## src/rtl/core/kmc_pkg.sv

```systemverilog
package kmc_pkg;

	// Default sizes of the stores.
	localparam int MAX_POINTS_DEF   = 1024;
	localparam int MAX_CLUSTERS_DEF = 16;

	// Fixed field widths.
	localparam int COORD_W  = 16;
	localparam int K_W      = 5;
	localparam int LIMIT_W  = 10;
	localparam int SEED_W   = 10;
	localparam int SLOT_W   = 4;
	localparam int ACTION_W = 2;
	localparam int DIST_W   = 33;

	// Action codes.
	localparam logic [ACTION_W-1:0] ACT_LOAD = 2'd0;
	localparam logic [ACTION_W-1:0] ACT_SEED = 2'd1;
	localparam logic [ACTION_W-1:0] ACT_RUN  = 2'd2;

	// Configuration register indexes.
	localparam logic CFG_CLUSTER_COUNT = 1'b0;
	localparam logic CFG_ITER_LIMIT    = 1'b1;

	// Register reset values.
	localparam logic [K_W-1:0]     K_RESET     = 5'd2;
	localparam logic [LIMIT_W-1:0] LIMIT_RESET = 10'd100;

	// Result status codes.
	localparam logic STATUS_OK  = 1'b0;
	localparam logic STATUS_BAD = 1'b1;

	typedef struct packed {
		logic [ACTION_W-1:0]       action;
		logic signed [COORD_W-1:0] coord_x;
		logic signed [COORD_W-1:0] coord_y;
		logic [SEED_W-1:0]         seed_point;
	} in_t;

	typedef struct packed {
		logic [SLOT_W-1:0]         centroid_slot;
		logic signed [COORD_W-1:0] centroid_x;
		logic signed [COORD_W-1:0] centroid_y;
		logic                      status;
		logic                      last;
	} out_t;

	typedef struct packed {
		logic signed [COORD_W-1:0] x;
		logic signed [COORD_W-1:0] y;
	} point_t;

	// Per-cell control from the sequencer.
	typedef struct packed {
		logic clear;
		logic acc;
		logic wr;
	} cell_ctl_t;

	typedef enum logic [3:0] {
		ST_IDLE,
		ST_SEED,
		ST_CLEAR,
		ST_FEED,
		ST_DRAIN,
		ST_DIV_START,
		ST_DIV_WAIT,
		ST_NEXT_IT,
		ST_EMIT,
		ST_ERR
	} state_t;

endpackage

```

## src/rtl/core/kmc_divider.sv

```systemverilog
module kmc_divider #(
	parameter int SUMW = 27,
	parameter int CNTW = 11
) (
	input  logic                             clk,
	input  logic                             arst_n,
	input  logic                             start,
	input  logic signed [SUMW-1:0]           num,
	input  logic [CNTW-1:0]                  den,
	output logic                             done,
	output logic signed [kmc_pkg::COORD_W-1:0] quot
);

	localparam int NW = $clog2(SUMW + 1);

	logic [SUMW-1:0] mag_q;
	logic [CNTW-1:0] rem_q;
	logic            neg_q;
	logic            busy_q;
	logic [NW-1:0]   cnt_q;
	logic [CNTW:0]   trial;
	logic            fit;
	logic [CNTW:0]   diff;

	// One quotient bit per cycle, restoring.
	always_comb begin
		trial = {rem_q, mag_q[SUMW-1]};
		fit   = trial >= {1'b0, den};
		diff  = trial - {1'b0, den};
	end

	always_ff @(posedge clk or negedge arst_n) begin
		if (!arst_n) begin
			busy_q <= 1'b0;
			done   <= 1'b0;
			cnt_q  <= '0;
		end else begin
			done <= 1'b0;
			if (start) begin
				busy_q <= 1'b1;
				cnt_q  <= NW'(SUMW);
			end else if (busy_q) begin
				cnt_q <= cnt_q - 1'b1;
				if (cnt_q == NW'(1)) begin
					busy_q <= 1'b0;
					done   <= 1'b1;
				end
			end
		end
	end

	always_ff @(posedge clk) begin
		if (start) begin
			mag_q <= num[SUMW-1] ? -num : num;
			neg_q <= num[SUMW-1];
			rem_q <= '0;
		end else if (busy_q) begin
			rem_q <= fit ? diff[CNTW-1:0] : trial[CNTW-1:0];
			mag_q <= {mag_q[SUMW-2:0], fit};
		end
	end

	// Truncation toward zero: divide the magnitude, then restore the sign.
	assign quot = neg_q ? -mag_q[kmc_pkg::COORD_W-1:0] : mag_q[kmc_pkg::COORD_W-1:0];

endmodule

```

## config.mk

```make
export PLATFORM = sky130hd
export DESIGN_NAME = kmc_divider
export DESIGN_NICKNAME = d
export VERILOG_FILES = /design/src/rtl/core/kmc_pkg.sv /design/src/rtl/core/kmc_divider.sv
export SDC_FILE = /design/constraint.sdc
export NUM_CORES = 1
export LEC_CHECK = 0
export ABC_CLOCK_PERIOD_IN_PS = 3050
export BUFFER_PORTS_ARGS = -buffer_cell sky130_fd_sc_hd__buf_4
export CAP_MARGIN = 20
export CELL_PAD_IN_SITES_DETAIL_PLACEMENT = 1
export CELL_PAD_IN_SITES_GLOBAL_PLACEMENT = 1
export CORE_ASPECT_RATIO = 2
export CORE_MARGIN = 1
export CORE_UTILIZATION = 44
export CTS_BUF_LIST = sky130_fd_sc_hd__clkbuf_4
export DETAILED_ROUTE_END_ITERATION = 10
export GPL_TIMING_DRIVEN = 1
export PLACE_DENSITY = 0.82
export SYNTH_ARGS = -nofsm -noshare
export SYNTH_HDL_FRONTEND = slang
export SYNTH_SLANG_ARGS = --single-unit
```

## constraint.sdc

```tcl
create_clock -name clk -period 3.05 [get_ports clk]
set_input_delay 0.1525 -clock clk [delete_from_list [all_inputs] [get_ports clk]]
set_output_delay 0.1525 -clock clk [all_outputs]
set_load 0.02 [all_outputs]
```

---- Word-level counts from Yosys, hierarchy flattened ----
Cells that the tools add are included.
storage, ports and cells
  register bits after elaboration ......... 46
  input bits .............................. 41
  output and inout port bits .............. 17
  logic and storage cells ................. 26
operators by class
  add/subtract/negate cells ............... 4
  order comparisons ....................... 1
  equal/unequal tests ..................... 1
  multiplexer cells ....................... 13
  reduce and logical (&&, ||, !) cells .... 1
operators with widths
  operator                                          number
  2-to-1 mux 27 bit                                 3
  negator 27 bit                                    1
  2-to-1 mux 16 bit                                 1
  negator 16 bit                                    1
  >= comparator 12 x 11 -> 1 bit                    1
  2-to-1 mux 11 bit                                 1
  subtractor 11 bit                                 1
  2-to-1 mux 5 bit                                  2
  2-to-1 mux 1 bit                                  6
  == test 5 x 1 -> 1 bit, second input constant     1
  subtractor 5 x 1 -> 5 bit, second input constant  1
  nonzero test 2 bit                                1

---- Depth between registers and ports, before layout ----
  depth in word-level cells ............... 4
  depth in mapped cells ................... 10
  depth with buffers taken out ............ 9

---- Least setup slack after synthesis ----
OpenSTA, ideal clock, no wires.
  path type ............................... flip-flop to flip-flop
  start point ............................. reg mag_q[26]
  end point ............................... reg rem_q[1]
  library setup time ...................... 122 ps
  arrival ................................. 2217 ps
  data required time ...................... 2928 ps
  slack ................................... 711 ps
  cell stages (with the launch flop) ...... 11
  path buffers ............................ 1
  period minus slack after synthesis ...... 2339 ps
  path through ............................ edfxtp_1 -> inv_1 -> ha_1 -> fa_1 -> nand2b_1 -> a21o_1 -> a21boi_0 -> o2111a_1 -> clkbuf_1 -> nor4_1 -> a311o_1
on the way
  word-level cells in the longest chain between the ends .. 2
  elaborated cells on any way between the ends .. 3
  classes of those cells .................. 1 x add/sub; 1 x order compare; 1 x mux
ends and longest elaborated chain
  item                                                                 RTL line                              source
  from (decl)                                                          kmc_divider.sv:16                     logic [SUMW-1:0] mag_q;
  from (signal assigned)                                               kmc_divider.sv:54                     mag_q <= num[SUMW-1] ? -num : num;
  from (signal assigned)                                               kmc_divider.sv:59                     mag_q <= {mag_q[SUMW-2:0], fit};
  subtractor 11 bit or >= comparator 12 x 11 -> 1 bit (tied branches)  kmc_divider.sv:29, kmc_divider.sv:28
  2-to-1 mux 11 bit (*)                                                kmc_divider.sv:58                     rem_q <= fit ? diff[CNTW-1:0] : trial[CNTW-1:0];
  to (signal assigned)                                                 kmc_divider.sv:58
  to (decl)                                                            kmc_divider.sv:17                     logic [CNTW-1:0] rem_q;
Every way passes the cells marked *; elsewhere a longest branch is shown, timed or not.
A chain may end at the register's enable or synchronous reset.

---- Final worst setup path ----
  start point ............................. reg mag_q[2]
  end point ............................... out quot[15] in the netlist's numbering
on the way
  word-level cells in the longest chain between the ends .. 2
ends and longest elaborated chain
  item               RTL line           source
  negator 16 bit     kmc_divider.sv:64  assign quot = neg_q ? -mag_q[kmc_pkg::COORD_W-1:0] : mag_q[kmc_pkg::COORD_W-1:0];
  2-to-1 mux 16 bit  kmc_divider.sv:64
  to (decl)          kmc_divider.sv:11  output logic signed [kmc_pkg::COORD_W-1:0] quot
No other way between the ends.

==> reports/results.tsv <==
metric	value	unit
outcome	complete, no violations	
number of endpoints with negative hold slack in the final report	0	
critical path buffer and inverter count	1	
RD Place Congestion	0.774	
depth of the worst register-to-register path	9	
peak clock frequency supported by timing	0.341	GHz
slowest cell on the critical path	or4_1	
count of final max-slew check failures	0	
startpoint-to-endpoint class of the critical path	reg2out	
share of the yosys chip area belonging to registers	35.9	%
Clock Root Buffer	clkbuf_4	
Port-buffer cells	57	
PD cells	593	nW/um2
TritonRoute pass-1 iters	4	
maximum number of pins on one net before global-route repair	35	
number of buffers created by CTS	5	
worst-path cell chain	nor3_1 > nand3_1 > or3_1 > or4_1 > o31ai_1 > xnor2_1 > buf_4	
sum of net half-perimeters after detailed placement	7410	um
number of clock sinks seen by CTS	46	
static leakage	1.68	nW
post-detailed-route count of antenna-violating nets	0	
vias in the first global route	3261	
net count after synthesis	442	
Die W	64.5	um
unrepaired setup endpoints after global routing	no	
placeable core region	7600	um2
I/O pin count	58	
average footprint of a synthesized cell	8.94	um2
placement row count	45	
number of antenna violations at the first check in global routing	1	
depth of the critical timing path with buffers and inverters included	7	
critical path data required time	2900	ps
Post-Syn Instances	385	
time the worst path needs with I/O delays and setup	2940	ps
fraction of power spent switching nets	38.0	%
data arrival time of the worst path	2780	ps
final number of setup-violating endpoints	0	
Initial Util	45.3	%
Post-Synthesis Cell Area	3440	um2
total length of routed wires	9420	um
die outline height	127	um
post-route total power	0.00241	W
Worst-path clk slew	140	ps
Post-Route Skew	12.0	ps
first element of the critical path	mag_q[2]$_DFFE_PP_	
total number of yosys warnings	0	
maxcap violations	0	
final routed DRC violation total	0	
wire length of the first global-routing pass	15200	um
number of synthesized register bits	46	
launch point of the worst reg-to-reg path	mag_q[26]$_DFFE_PP_	
most common cell after layout, fill and taps aside	buf_4	
layout cell share with drive strength beyond 1	20.7	%
most frequently used flop master after synthesis	edfxtp_1	
kind of cell with the highest combined delay on the critical path	simple AND/OR/NAND/NOR gates	
number of distinct library cells after synthesis	53	
internal power	0.00149	W
Clk Latency, worst-skew pair	390	ps
detail-routed net length per standard cell	17.8	um
drt initial violations	80	
largest stage delay on the critical path	490	ps
CTS max path bufs	2	
Vias	3053	
post-DR vias/cell	5.76	
Layout Nets	491	
number of enable flip-flop cells after synthesis	28	
TNS Setup	0	ps
worst slew margin relative to its limit	59.5	%
share of the clock period used by the worst path	96.3	%
Setup crit start kind	flip-flop	
layout overhead on the synthesized area	18.1	%
proportion of synthesized flip-flops having asynchronous set or reset	15.2	%
overall fraction of global-route tracks in use	24.4	%
type of destination of the critical path	output port	
type of the tightest min-delay check	in2async	
sum of overflow across all layers after global routing	0	
share of total power in sequential cells	37.2	%
switching pwr	0.000916	W
H-tree level count	2	
TritonCTS clock tree	done	
commonest cells after routing, fill and taps aside	buf_4 (62), nor2_1 (36), nand2_1 (28), xnor2_1 (28), edfxtp_1 (28)	
Clk network pwr share	19.2	%
transition at the pin with the smallest max-transition slack	608	ps
maximum fanout along the worst path	5	
combinational group share of total power	43.5	%
DIE AREA	8200	um2
Peak VDD IR	0.288	mV
-- repair_timing --
action | CTS | global route
gates resized for setup | 0 | 1
buffers inserted | 0 | 0
endpoints found under the hold margin | 7 | 0
hold buffers | 1 | 0
endpoints found under the setup margin | 0 | 1
-- registers in the layout, indices dropped and copies added, names as in the netlist --
signal and flops:
rem_q 11, neg_q 1, done 1, mag_q 27, busy_q 1, cnt_q 5
-- power by group through the flow --
| stage | combinational [W] | sequential [W] | clock [W] |
|---|---|---|---|
| 5_1_grt | 0.00114 | 0.000912 | 0.000492 |
| 2_1_floorplan | 0.000724 | 0.000859 | 0 |
| 3_5_place_dp | 0.00104 | 0.000910 | 0 |
| 6_report | 0.00105 | 0.000897 | 0.000464 |
| 4_1_cts | 0.00105 | 0.000896 | 0.000473 |
| 3_3_place_gp | 0.00101 | 0.000905 | 0 |
-- per-layer routing --
metal  vias to the layer above  part of all wire (%)  global-route usage, %  wire length [um]
li1                       1488                     -                      -                 -
met1                      1473                    35                   23.0              3330
met2                        66                    59                   48.5              5540
met3                        26                   2.1                   3.21               200
met4                         0                   3.7                   12.3               350
met5                         -                     0                      0                 0
-- per-stage QoR --
step	area, um2	cells	worst slack (ps)	util, %	hold slack [ps]
after global routing	4060	530	21.4	53.4	91.5
after detailed placement	3940	520	312	51.9	-30.3
final	4060	530	113	53.4	87.6
after floorplan	3440	385	711	-	-143
after CTS	4050	529	91.0	53.3	80.7
after global placement	3940	520	530	51.9	-31.5
-- final cells by class --
cell class | instances | area, um2
Inverter | 22 | 82.6
Antenna cell | 1 | 2.50
Multi-Input combinational cell | 296 | 2050
Tap cell | 94 | 118
Clock buffer | 5 | 37.5
Clock inverter | 3 | 63.8
Timing Repair Buffer | 63 | 475
Sequential cell | 46 | 1240
Fill cell | 917 | 3540
-- cells in the mapped netlist, drive strengths merged, types with 11 or more instances --
cell type	instances	area (um2)
nor2	36	135
a21oi	26	130
nand2b	11	68.8
ha	15	188
inv	22	82.6
edfxtp	28	841
dfxtp	11	220
o21ai	25	125
nand2	29	111
xor2	20	175
clkbuf	19	71.3
xnor2	28	245
-- path summary, 6_finish.rpt --
| path | slack (ps) | end |
|---|---|---|
| worst max-delay path | 110 | quot[15] |
| worst min-delay path | 90 | cnt_q[2]$_DFFE_PN0P_ |
| worst max register to register | 270 | rem_q[1]$_SDFFE_PP0P_ |
| worst min register to register | 530 | rem_q[4]$_SDFFE_PP0P_ |
| max in group asynchronous | 2840 | cnt_q[0]$_DFFE_PN0P_ |
| min in group clk | 140 | cnt_q[2]$_DFFE_PN0P_ |
-- cells by family after synthesis --
group,synth area share (%)
xor+xnor,12.2
buf+inv,4.80
mux,3.02
simple gates,17.5
compound gates,20.5
fa+ha+maj,6.04
flops,35.9
No activity file was read; power rests on OpenSTA's default activity.
