### config.mk
export PLATFORM = sky130hd
export DESIGN_NAME = kmc_cell
export DESIGN_NICKNAME = d
export VERILOG_FILES = /design/src/rtl/core/kmc_pkg.sv /design/src/rtl/core/kmc_cell.sv
export SDC_FILE = /design/constraint.sdc
export NUM_CORES = 2
export LEC_CHECK = 0
export BUFFER_PORTS_ARGS = -buffer_cell sky130_fd_sc_hd__buf_2
export CAP_MARGIN = 30
export CORE_MARGIN = 2
export CORE_UTILIZATION = 33
export CTS_BUF_LIST = sky130_fd_sc_hd__clkbuf_8 sky130_fd_sc_hd__clkbuf_16
export CTS_CLUSTER_DIAMETER = 60
export DETAILED_ROUTE_END_ITERATION = 12
export PLACE_DENSITY = 0.57
export SETUP_SLACK_MARGIN = 0.02
export SLEW_MARGIN = 10
export SYNTH_ARGS = -nofsm -noshare
export SYNTH_HDL_FRONTEND = slang
export SYNTH_SLANG_ARGS = --single-unit
### constraint.sdc
create_clock -name clk -period 9.9 [get_ports clk]
set_input_delay 1.485 -clock clk [delete_from_list [all_inputs] [get_ports clk]]
set_output_delay 1.485 -clock clk [all_outputs]
set_load 0.01 [all_outputs]
### src/rtl/core/kmc_pkg.sv
package kmc_pkg;

	// Default sizes of the stores.
	localparam int MAX_POINTS_DEF   = 1024;
	localparam int MAX_CLUSTERS_DEF = 16;

	// Fixed field widths.
	localparam int COORD_W  = 16;
	localparam int K_W      = 5;
	localparam int LIMIT_W  = 10;
	localparam int SEED_W   = 10;
	localparam int SLOT_W   = 4;
	localparam int ACTION_W = 2;
	localparam int DIST_W   = 33;

	// Action codes.
	localparam logic [ACTION_W-1:0] ACT_LOAD = 2'd0;
	localparam logic [ACTION_W-1:0] ACT_SEED = 2'd1;
	localparam logic [ACTION_W-1:0] ACT_RUN  = 2'd2;

	// Configuration register indexes.
	localparam logic CFG_CLUSTER_COUNT = 1'b0;
	localparam logic CFG_ITER_LIMIT    = 1'b1;

	// Register reset values.
	localparam logic [K_W-1:0]     K_RESET     = 5'd2;
	localparam logic [LIMIT_W-1:0] LIMIT_RESET = 10'd100;

	// Result status codes.
	localparam logic STATUS_OK  = 1'b0;
	localparam logic STATUS_BAD = 1'b1;

	typedef struct packed {
		logic [ACTION_W-1:0]       action;
		logic signed [COORD_W-1:0] coord_x;
		logic signed [COORD_W-1:0] coord_y;
		logic [SEED_W-1:0]         seed_point;
	} in_t;

	typedef struct packed {
		logic [SLOT_W-1:0]         centroid_slot;
		logic signed [COORD_W-1:0] centroid_x;
		logic signed [COORD_W-1:0] centroid_y;
		logic                      status;
		logic                      last;
	} out_t;

	typedef struct packed {
		logic signed [COORD_W-1:0] x;
		logic signed [COORD_W-1:0] y;
	} point_t;

	// Per-cell control from the sequencer.
	typedef struct packed {
		logic clear;
		logic acc;
		logic wr;
	} cell_ctl_t;

	typedef enum logic [3:0] {
		ST_IDLE,
		ST_SEED,
		ST_CLEAR,
		ST_FEED,
		ST_DRAIN,
		ST_DIV_START,
		ST_DIV_WAIT,
		ST_NEXT_IT,
		ST_EMIT,
		ST_ERR
	} state_t;

endpackage

### src/rtl/core/kmc_cell.sv
module kmc_cell #(
	parameter int IDX  = 0,
	parameter int CW   = 4,
	parameter int SUMW = 27,
	parameter int CNTW = 11
) (
	input  logic                      clk,
	input  logic                      arst_n,
	input  kmc_pkg::cell_ctl_t        ctl,
	input  logic                      active,
	input  kmc_pkg::point_t           wr_pt,
	input  kmc_pkg::point_t           acc_pt,
	input  logic                      v_in,
	input  kmc_pkg::point_t           pt_in,
	input  logic [kmc_pkg::DIST_W-1:0] bd_in,
	input  logic [CW-1:0]             bi_in,
	output logic                      v_out,
	output kmc_pkg::point_t           pt_out,
	output logic [kmc_pkg::DIST_W-1:0] bd_out,
	output logic [CW-1:0]             bi_out,
	output logic signed [SUMW-1:0]    sum_x,
	output logic signed [SUMW-1:0]    sum_y,
	output logic [CNTW-1:0]           members,
	output kmc_pkg::point_t           cen
);

	localparam int EXT = SUMW - kmc_pkg::COORD_W;

	logic signed [kmc_pkg::COORD_W:0]     dx, dy;
	logic signed [2*kmc_pkg::COORD_W+1:0] px, py;
	logic [kmc_pkg::DIST_W-2:0]           sqx_s1, sqy_s1;
	logic                                 v_s1;
	kmc_pkg::point_t                      pt_s1;
	logic [kmc_pkg::DIST_W-1:0]           bd_s1;
	logic [CW-1:0]                        bi_s1;
	logic [kmc_pkg::DIST_W-1:0]           d;
	logic                                 take;

	// Squared offsets of the passing point from this centroid.
	always_comb begin
		dx = {pt_in.x[kmc_pkg::COORD_W-1], pt_in.x} - {cen.x[kmc_pkg::COORD_W-1], cen.x};
		dy = {pt_in.y[kmc_pkg::COORD_W-1], pt_in.y} - {cen.y[kmc_pkg::COORD_W-1], cen.y};
		px = dx * dx;
		py = dy * dy;
	end

	always_ff @(posedge clk or negedge arst_n) begin
		if (!arst_n) begin
			v_s1 <= 1'b0;
		end else begin
			v_s1 <= v_in;
		end
	end

	always_ff @(posedge clk) begin
		pt_s1  <= pt_in;
		bd_s1  <= bd_in;
		bi_s1  <= bi_in;
		sqx_s1 <= px[kmc_pkg::DIST_W-2:0];
		sqy_s1 <= py[kmc_pkg::DIST_W-2:0];
	end

	// Distance and compare; the first cell always takes, ties keep the earlier one.
	always_comb begin
		d    = {1'b0, sqx_s1} + {1'b0, sqy_s1};
		take = active && ((IDX == 0) || (d < bd_s1));
	end

	always_ff @(posedge clk or negedge arst_n) begin
		if (!arst_n) begin
			v_out <= 1'b0;
		end else begin
			v_out <= v_s1;
		end
	end

	always_ff @(posedge clk) begin
		pt_out <= pt_s1;
		bd_out <= take ? d : bd_s1;
		bi_out <= take ? CW'(IDX) : bi_s1;
	end

	// Cluster sums and the centroid held by this cell.
	always_ff @(posedge clk) begin
		if (ctl.clear) begin
			sum_x   <= '0;
			sum_y   <= '0;
			members <= '0;
		end else if (ctl.acc) begin
			sum_x   <= sum_x + {{EXT{acc_pt.x[kmc_pkg::COORD_W-1]}}, acc_pt.x};
			sum_y   <= sum_y + {{EXT{acc_pt.y[kmc_pkg::COORD_W-1]}}, acc_pt.y};
			members <= members + 1'b1;
		end
		if (ctl.wr) begin
			cen <= wr_pt;
		end
	end

endmodule

### After elaboration in Yosys (flattened, before gate mapping)

Cells that the tools add are included.

* memories kept: 0
* memory bits (writable): 0
* bits in registers: 301
* input bits: 140
* bits in latches: 0
* output and inout port bits: 167
* ROM bits: 0

* $add $sub $neg: 6
* reductions and logical operators: 0
* $lt $le $gt $ge: 0
* multipliers: 2
* muxes and demuxes: 1
* shift-type cells: 0
* equality and inequality tests: 0
* bitwise operators: 0
* div/mod/pow operators: 0

Operators with widths (number)
* $mul A17 B17 Y32: 2
* $add A27 B27 Y27: 2
* $sub A16 B16 Y17: 2
* $add A32 B32 Y33: 1
* $mux W33: 1
* $add A11 B1 Y11 const B: 1

### Logic depth before layout (Yosys ltp)

* depth in word-level cells: 2
* mapped depth: 36
* gate-level depth less buffers: 33

### Worst setup path before layout

OpenSTA, ideal clock, no wires.

* path kind: in2reg
* from: in pt_in[0] (netlist name)
* to: reg sqy_s1[31] (netlist name)
* required time: 9.778 ns
* setup slack: 1.095 ns
* cell stages on the path: 33
* arrival time: 8.683 ns
* path buffers: 1
* cell sequence: inv_1 ha_1 fa_1 nor2b_1 o31a_1 o2111ai_1 nand3_1 nand2_1 xor2_1 inv_1 clkbuf_1 nand2_1 fa_1 inv_1 fa_1 inv_1 fa_1 inv_1 fa_1 fa_1 inv_1 fa_1 inv_1 ha_1 a21o_1 a221o_1 a21oi_1 nor2b_1 a41oi_1 o21ai_0 a31oi_1 o21ai_0 xnor2_1

* word-level cells in the longest chain between the ends: 2

RTL lines
* start: declaration: RTL line kmc_cell.sv:14 `input kmc_pkg::point_t pt_in,`
* $sub A16 B16 Y17: RTL line kmc_cell.sv:42 `dy = {pt_in.y[kmc_pkg::COORD_W-1], pt_in.y} - {cen.y[kmc_pkg::COORD_W-1], cen.y};`
* $mul A17 B17 Y32: RTL line kmc_cell.sv:44 `py = dy * dy;`
* via py (one bit): RTL line kmc_cell.sv:30 `logic signed [2*kmc_pkg::COORD_W+1:0] px, py;`
* end signal: assignment: RTL line kmc_cell.sv:60 `sqy_s1 <= py[kmc_pkg::DIST_W-2:0];`
* end: declaration: RTL line kmc_cell.sv:31 `logic [kmc_pkg::DIST_W-2:0] sqx_s1, sqy_s1;`

The timed path passes the listed nets, and every way through them passes these cells.
A chain may end at the register's enable or synchronous reset.

### Worst setup path after layout

* from: in pt_in[1] (netlist name)
* to: reg sqy_s1[31] (netlist name)

Same word-level chain as after synthesis.

==> metrics.md <==
| Metric | Value |
|---|---|
| Status | completed |
| # rows | 112 |
| Netlist cell types | 78 |
| Met3 Use GR | 4.19% |
| RSZ-0062 raised after global routing | no |
| R2R cell count | 32 |
| Hold crit path type | register to register |
| Hold_sp | pt_s1[16]$_DFF_P_ |
| Syn_nets | 4,184 |
| Syn Area/Cell | 9.61 µm² |
| Fin crit share | 92.5% |
| Worst flop-to-flop path startpoint | cen[1]$_DFFE_PP_ |
| Initial antenna violation count | 5 |
| Most used cell, CP | fa_1 |
| CTS Buffer Depth | 3 |
| Die extent in y | 312 µm |
| H-tree level count | 2 |
| Post-synth top area share | 33.2% |
| Vias/cell | 4.66 |
| Largest fanout on the critical path | 5 |
| Most common cell after layout, fill and taps aside | inv_1 |
| Hold_buf cts | 0 |
| Clk sinks | 299 |
| Grt met2 use | 26.5% |
| Setup Crit Path Kind | input port to register |
| Startpoint types | input port |
| Cts bufs inserted | 39 |
| HPWL after DPL | 63,600 µm |
| Endpoint class of the critical path | register |
| Initial drt markers | 1,141 |
| Skew-Pair Late Insertion Delay | 0.56 ns |
| Routed len/inst | 15.5 µm |
| Die footprint | 97,100 µm² |
| Worst Path Arrival | 9.59 ns |
| Slowest stage delay, CP | 0.52 ns |
| TritonCTS clock tree | done |
| Post-Route WL | 75,700 µm |
| Vias in the first global route | 23,979 |
| Ant. Diodes | 0 |
| Tot GR Track Use | 16.0% |
| Max-cap violations | 0 |
| Largest area contributor in the synthesized netlist | fa_1 |
| Maximum clock rate | 0.109 GHz |
| Root Driver | clkbuf_16 |
| Slew HR | 39.1% |
| Post-DRT Antenna Nets | 0 |
| Primary FF master, synth | dfxtp_1 |
| CTS clk-pin slew, worst paths | 0.06 ns |
| Grt ovf | 0 |
| Layout cells sized above 1 | 13.2% |
| DRC viols | 0 |
| I/O pin count | 307 |
| Post-CTS setup buffers | 0 |
| Largest net degree at the start of global routing | 71 |
| Main area contributors after synthesis | fa_1 33%, dfxtp_1 17%, ha_1 11% |
| Worst Hold End | pt_out[16]$_DFF_P_ |
| Met1 usage | 21.1% |
| Post-Synthesis Cells | 3,252 |
| Final net count | 4,522 |
| Core area | 93,600 µm² |
| GR peak layer | met2 |
| Initial core utilization | 33.4% |
| Highest-count cells in the layout ignoring fill and taps | 724 x inv_1, 518 x fa_1, 306 x buf_2, 304 x nor2_1, 274 x ha_1 |
| Skew final | 0.0150 ns |
| Via count | 22,703 |
| CTS resizes | 0 |
| # fillers | 9,612 |
| Measured slew at the worst slew-check pin | 0.907 ns |
| Layout area overhead | 14.5% |
| EDFF count, synth | 32 |
| First-pass GRT wire length | 125,000 µm |
| FF-to-FF setup slack | 1.33 ns |
| Port buffer count | 306 |
| Mapped Area | 31,200 µm² |
| Multi-input logic area | 21,900 µm² |
| Share of flip-flops with an asynchronous set or reset after synthesis | 0.669% |
| Die width | 312 µm |
| Yosys warning count | 0 |
| Worst hold path depth | 0 |
| Gp weighted congestion | 0.864 |
| Final hold violation count | 0 |
| Req. time, crit path | 10.33 ns |
| Final setup viols | 0 |
| Final setup TNS | 0 ns |
| Slowest cell on crit path | fa_1 |
| Drt first pass iters | 5 |
| Sequential Area | 6320 µm² |
| Post-synthesis sequential area ratio | 20.2% |
| Tmin final | 9.16 ns |
| Final Max Tran Viols | 0 |
| RR Endpoint | sqy_s1[31]$_DFF_P_ |
| Flops & latches, synth | 299 |
[layer usage]
metal  wire length, µm  part of all wire [%]  vias up
li1                  -                     -    10868
met1             33400                    44    11164
met5                 0                     0        -
met2             35600                    47      582
met3              5310                   7.0       89
met4              1460                   1.9        0
[per-stage QoR]
step                instance area (µm²)  cells  hold WS, ns  utilization, %  setup slack, ns
global placement                  34500   4803        0.310            36.9            0.309
floorplan                         31200   3252        0.310               -             1.09
CTS                               35800   4872        0.326            38.2            0.792
global route                      35800   4872        0.329            38.2            0.213
detailed placement                34500   4803        0.312            36.9            0.235
finish                            35800   4872        0.324            38.2            0.740
[logic make-up (layout without fill, tap and decap cells)]
family | after synthesis | count (layout) | share of synthesized area, %
muxes | 62 | 62 | 2.09
and+or+nand+nor | 737 | 737 | 10.6
xor gates and xnor gates | 176 | 176 | 4.93
AOI/OAI and AO/OA | 390 | 390 | 8.42
buffers and inverters | 796 | 1162 | 9.59
adders and majority gates | 792 | 792 | 44.2
DFF | 299 | 299 | 20.2
[synthesized netlist by cell type (5+ instances only)]
master and instances:
inv_1 717, fa_1 518, nor2_1 304, ha_1 274, dfxtp_1 265, nand2_1 201, xnor2_1 123, a21oi_1 95
o21ai_0 71, a21o_1 61, clkbuf_1 54, xor2_1 53, nor3_1 47, mux2i_1 35, nand3_1 33, edfxtp_1 32
nand2b_1 31, nor2b_1 28, mux2_2 27, o21a_1 26, a211oi_1 21, or3_1 18, and2_1 15, and3_1 14
o31ai_1 11, o21bai_1 10, inv_2 9, nand4_1 9, a2111oi_0 8, a31oi_1 8, or2_2 8, nor3b_1 7
o22ai_1 7, clkinv_1 6, buf_1 5, nand3b_1 5, o2111ai_1 5, o211ai_1 5, o311ai_0 5, o31a_1 5
[critical path: cells and delay by family]
| family | cells | cell delay [ns] |
|---|---|---|
| AOI/OAI and AO/OA | 12 | 3.19 |
| xor gates and xnor gates | 1 | 0.15 |
| adders and majority gates | 8 | 3.57 |
| buffers and inverters | 6 | 0.36 |
| and+or+nand+nor | 5 | 0.83 |
[state kept, by name, summed over array words and instances, names as in the netlist, 4 cells and up]
signal and count:
bd_out 33, bd_s1 33, bi_out 4, bi_s1 4
cen 32, members 11, pt_out 32, pt_s1 32
sqx_s1 31, sqy_s1 31, sum_x 27, sum_y 27
[how the worst max path moves through the flow]
stage / startpoint / endpoint / slack [ns] / cells after the start
global route: pt_in[1] / sqy_s1[31]$_DFF_P_ / 0.21 / 32
finish: pt_in[1] / sqy_s1[31]$_DFF_P_ / 0.74 / 32
floorplan: pt_in[0] / sqy_s1[31]$_DFF_P_ / 1.09 / 33
detailed placement: pt_in[1] / sqy_s1[31]$_DFF_P_ / 0.24 / 32
CTS: pt_in[1] / sqy_s1[31]$_DFF_P_ / 0.79 / 32
global placement: pt_in[1] / sqy_s1[31]$_DFF_P_ / 0.31 / 32
[area by class of cell]
class	count	area share, %
multi-input cells	2157	61.3
flip-flops and latches	299	17.7
inverters	732	7.68
repair buffers	361	5.44
well taps	1254	4.39
clock buffers	43	2.91
clock inverters	26	0.602
Power is not shown: default switching activity piles up to over one toggle a cycle in this logic, so the estimate is an artifact.
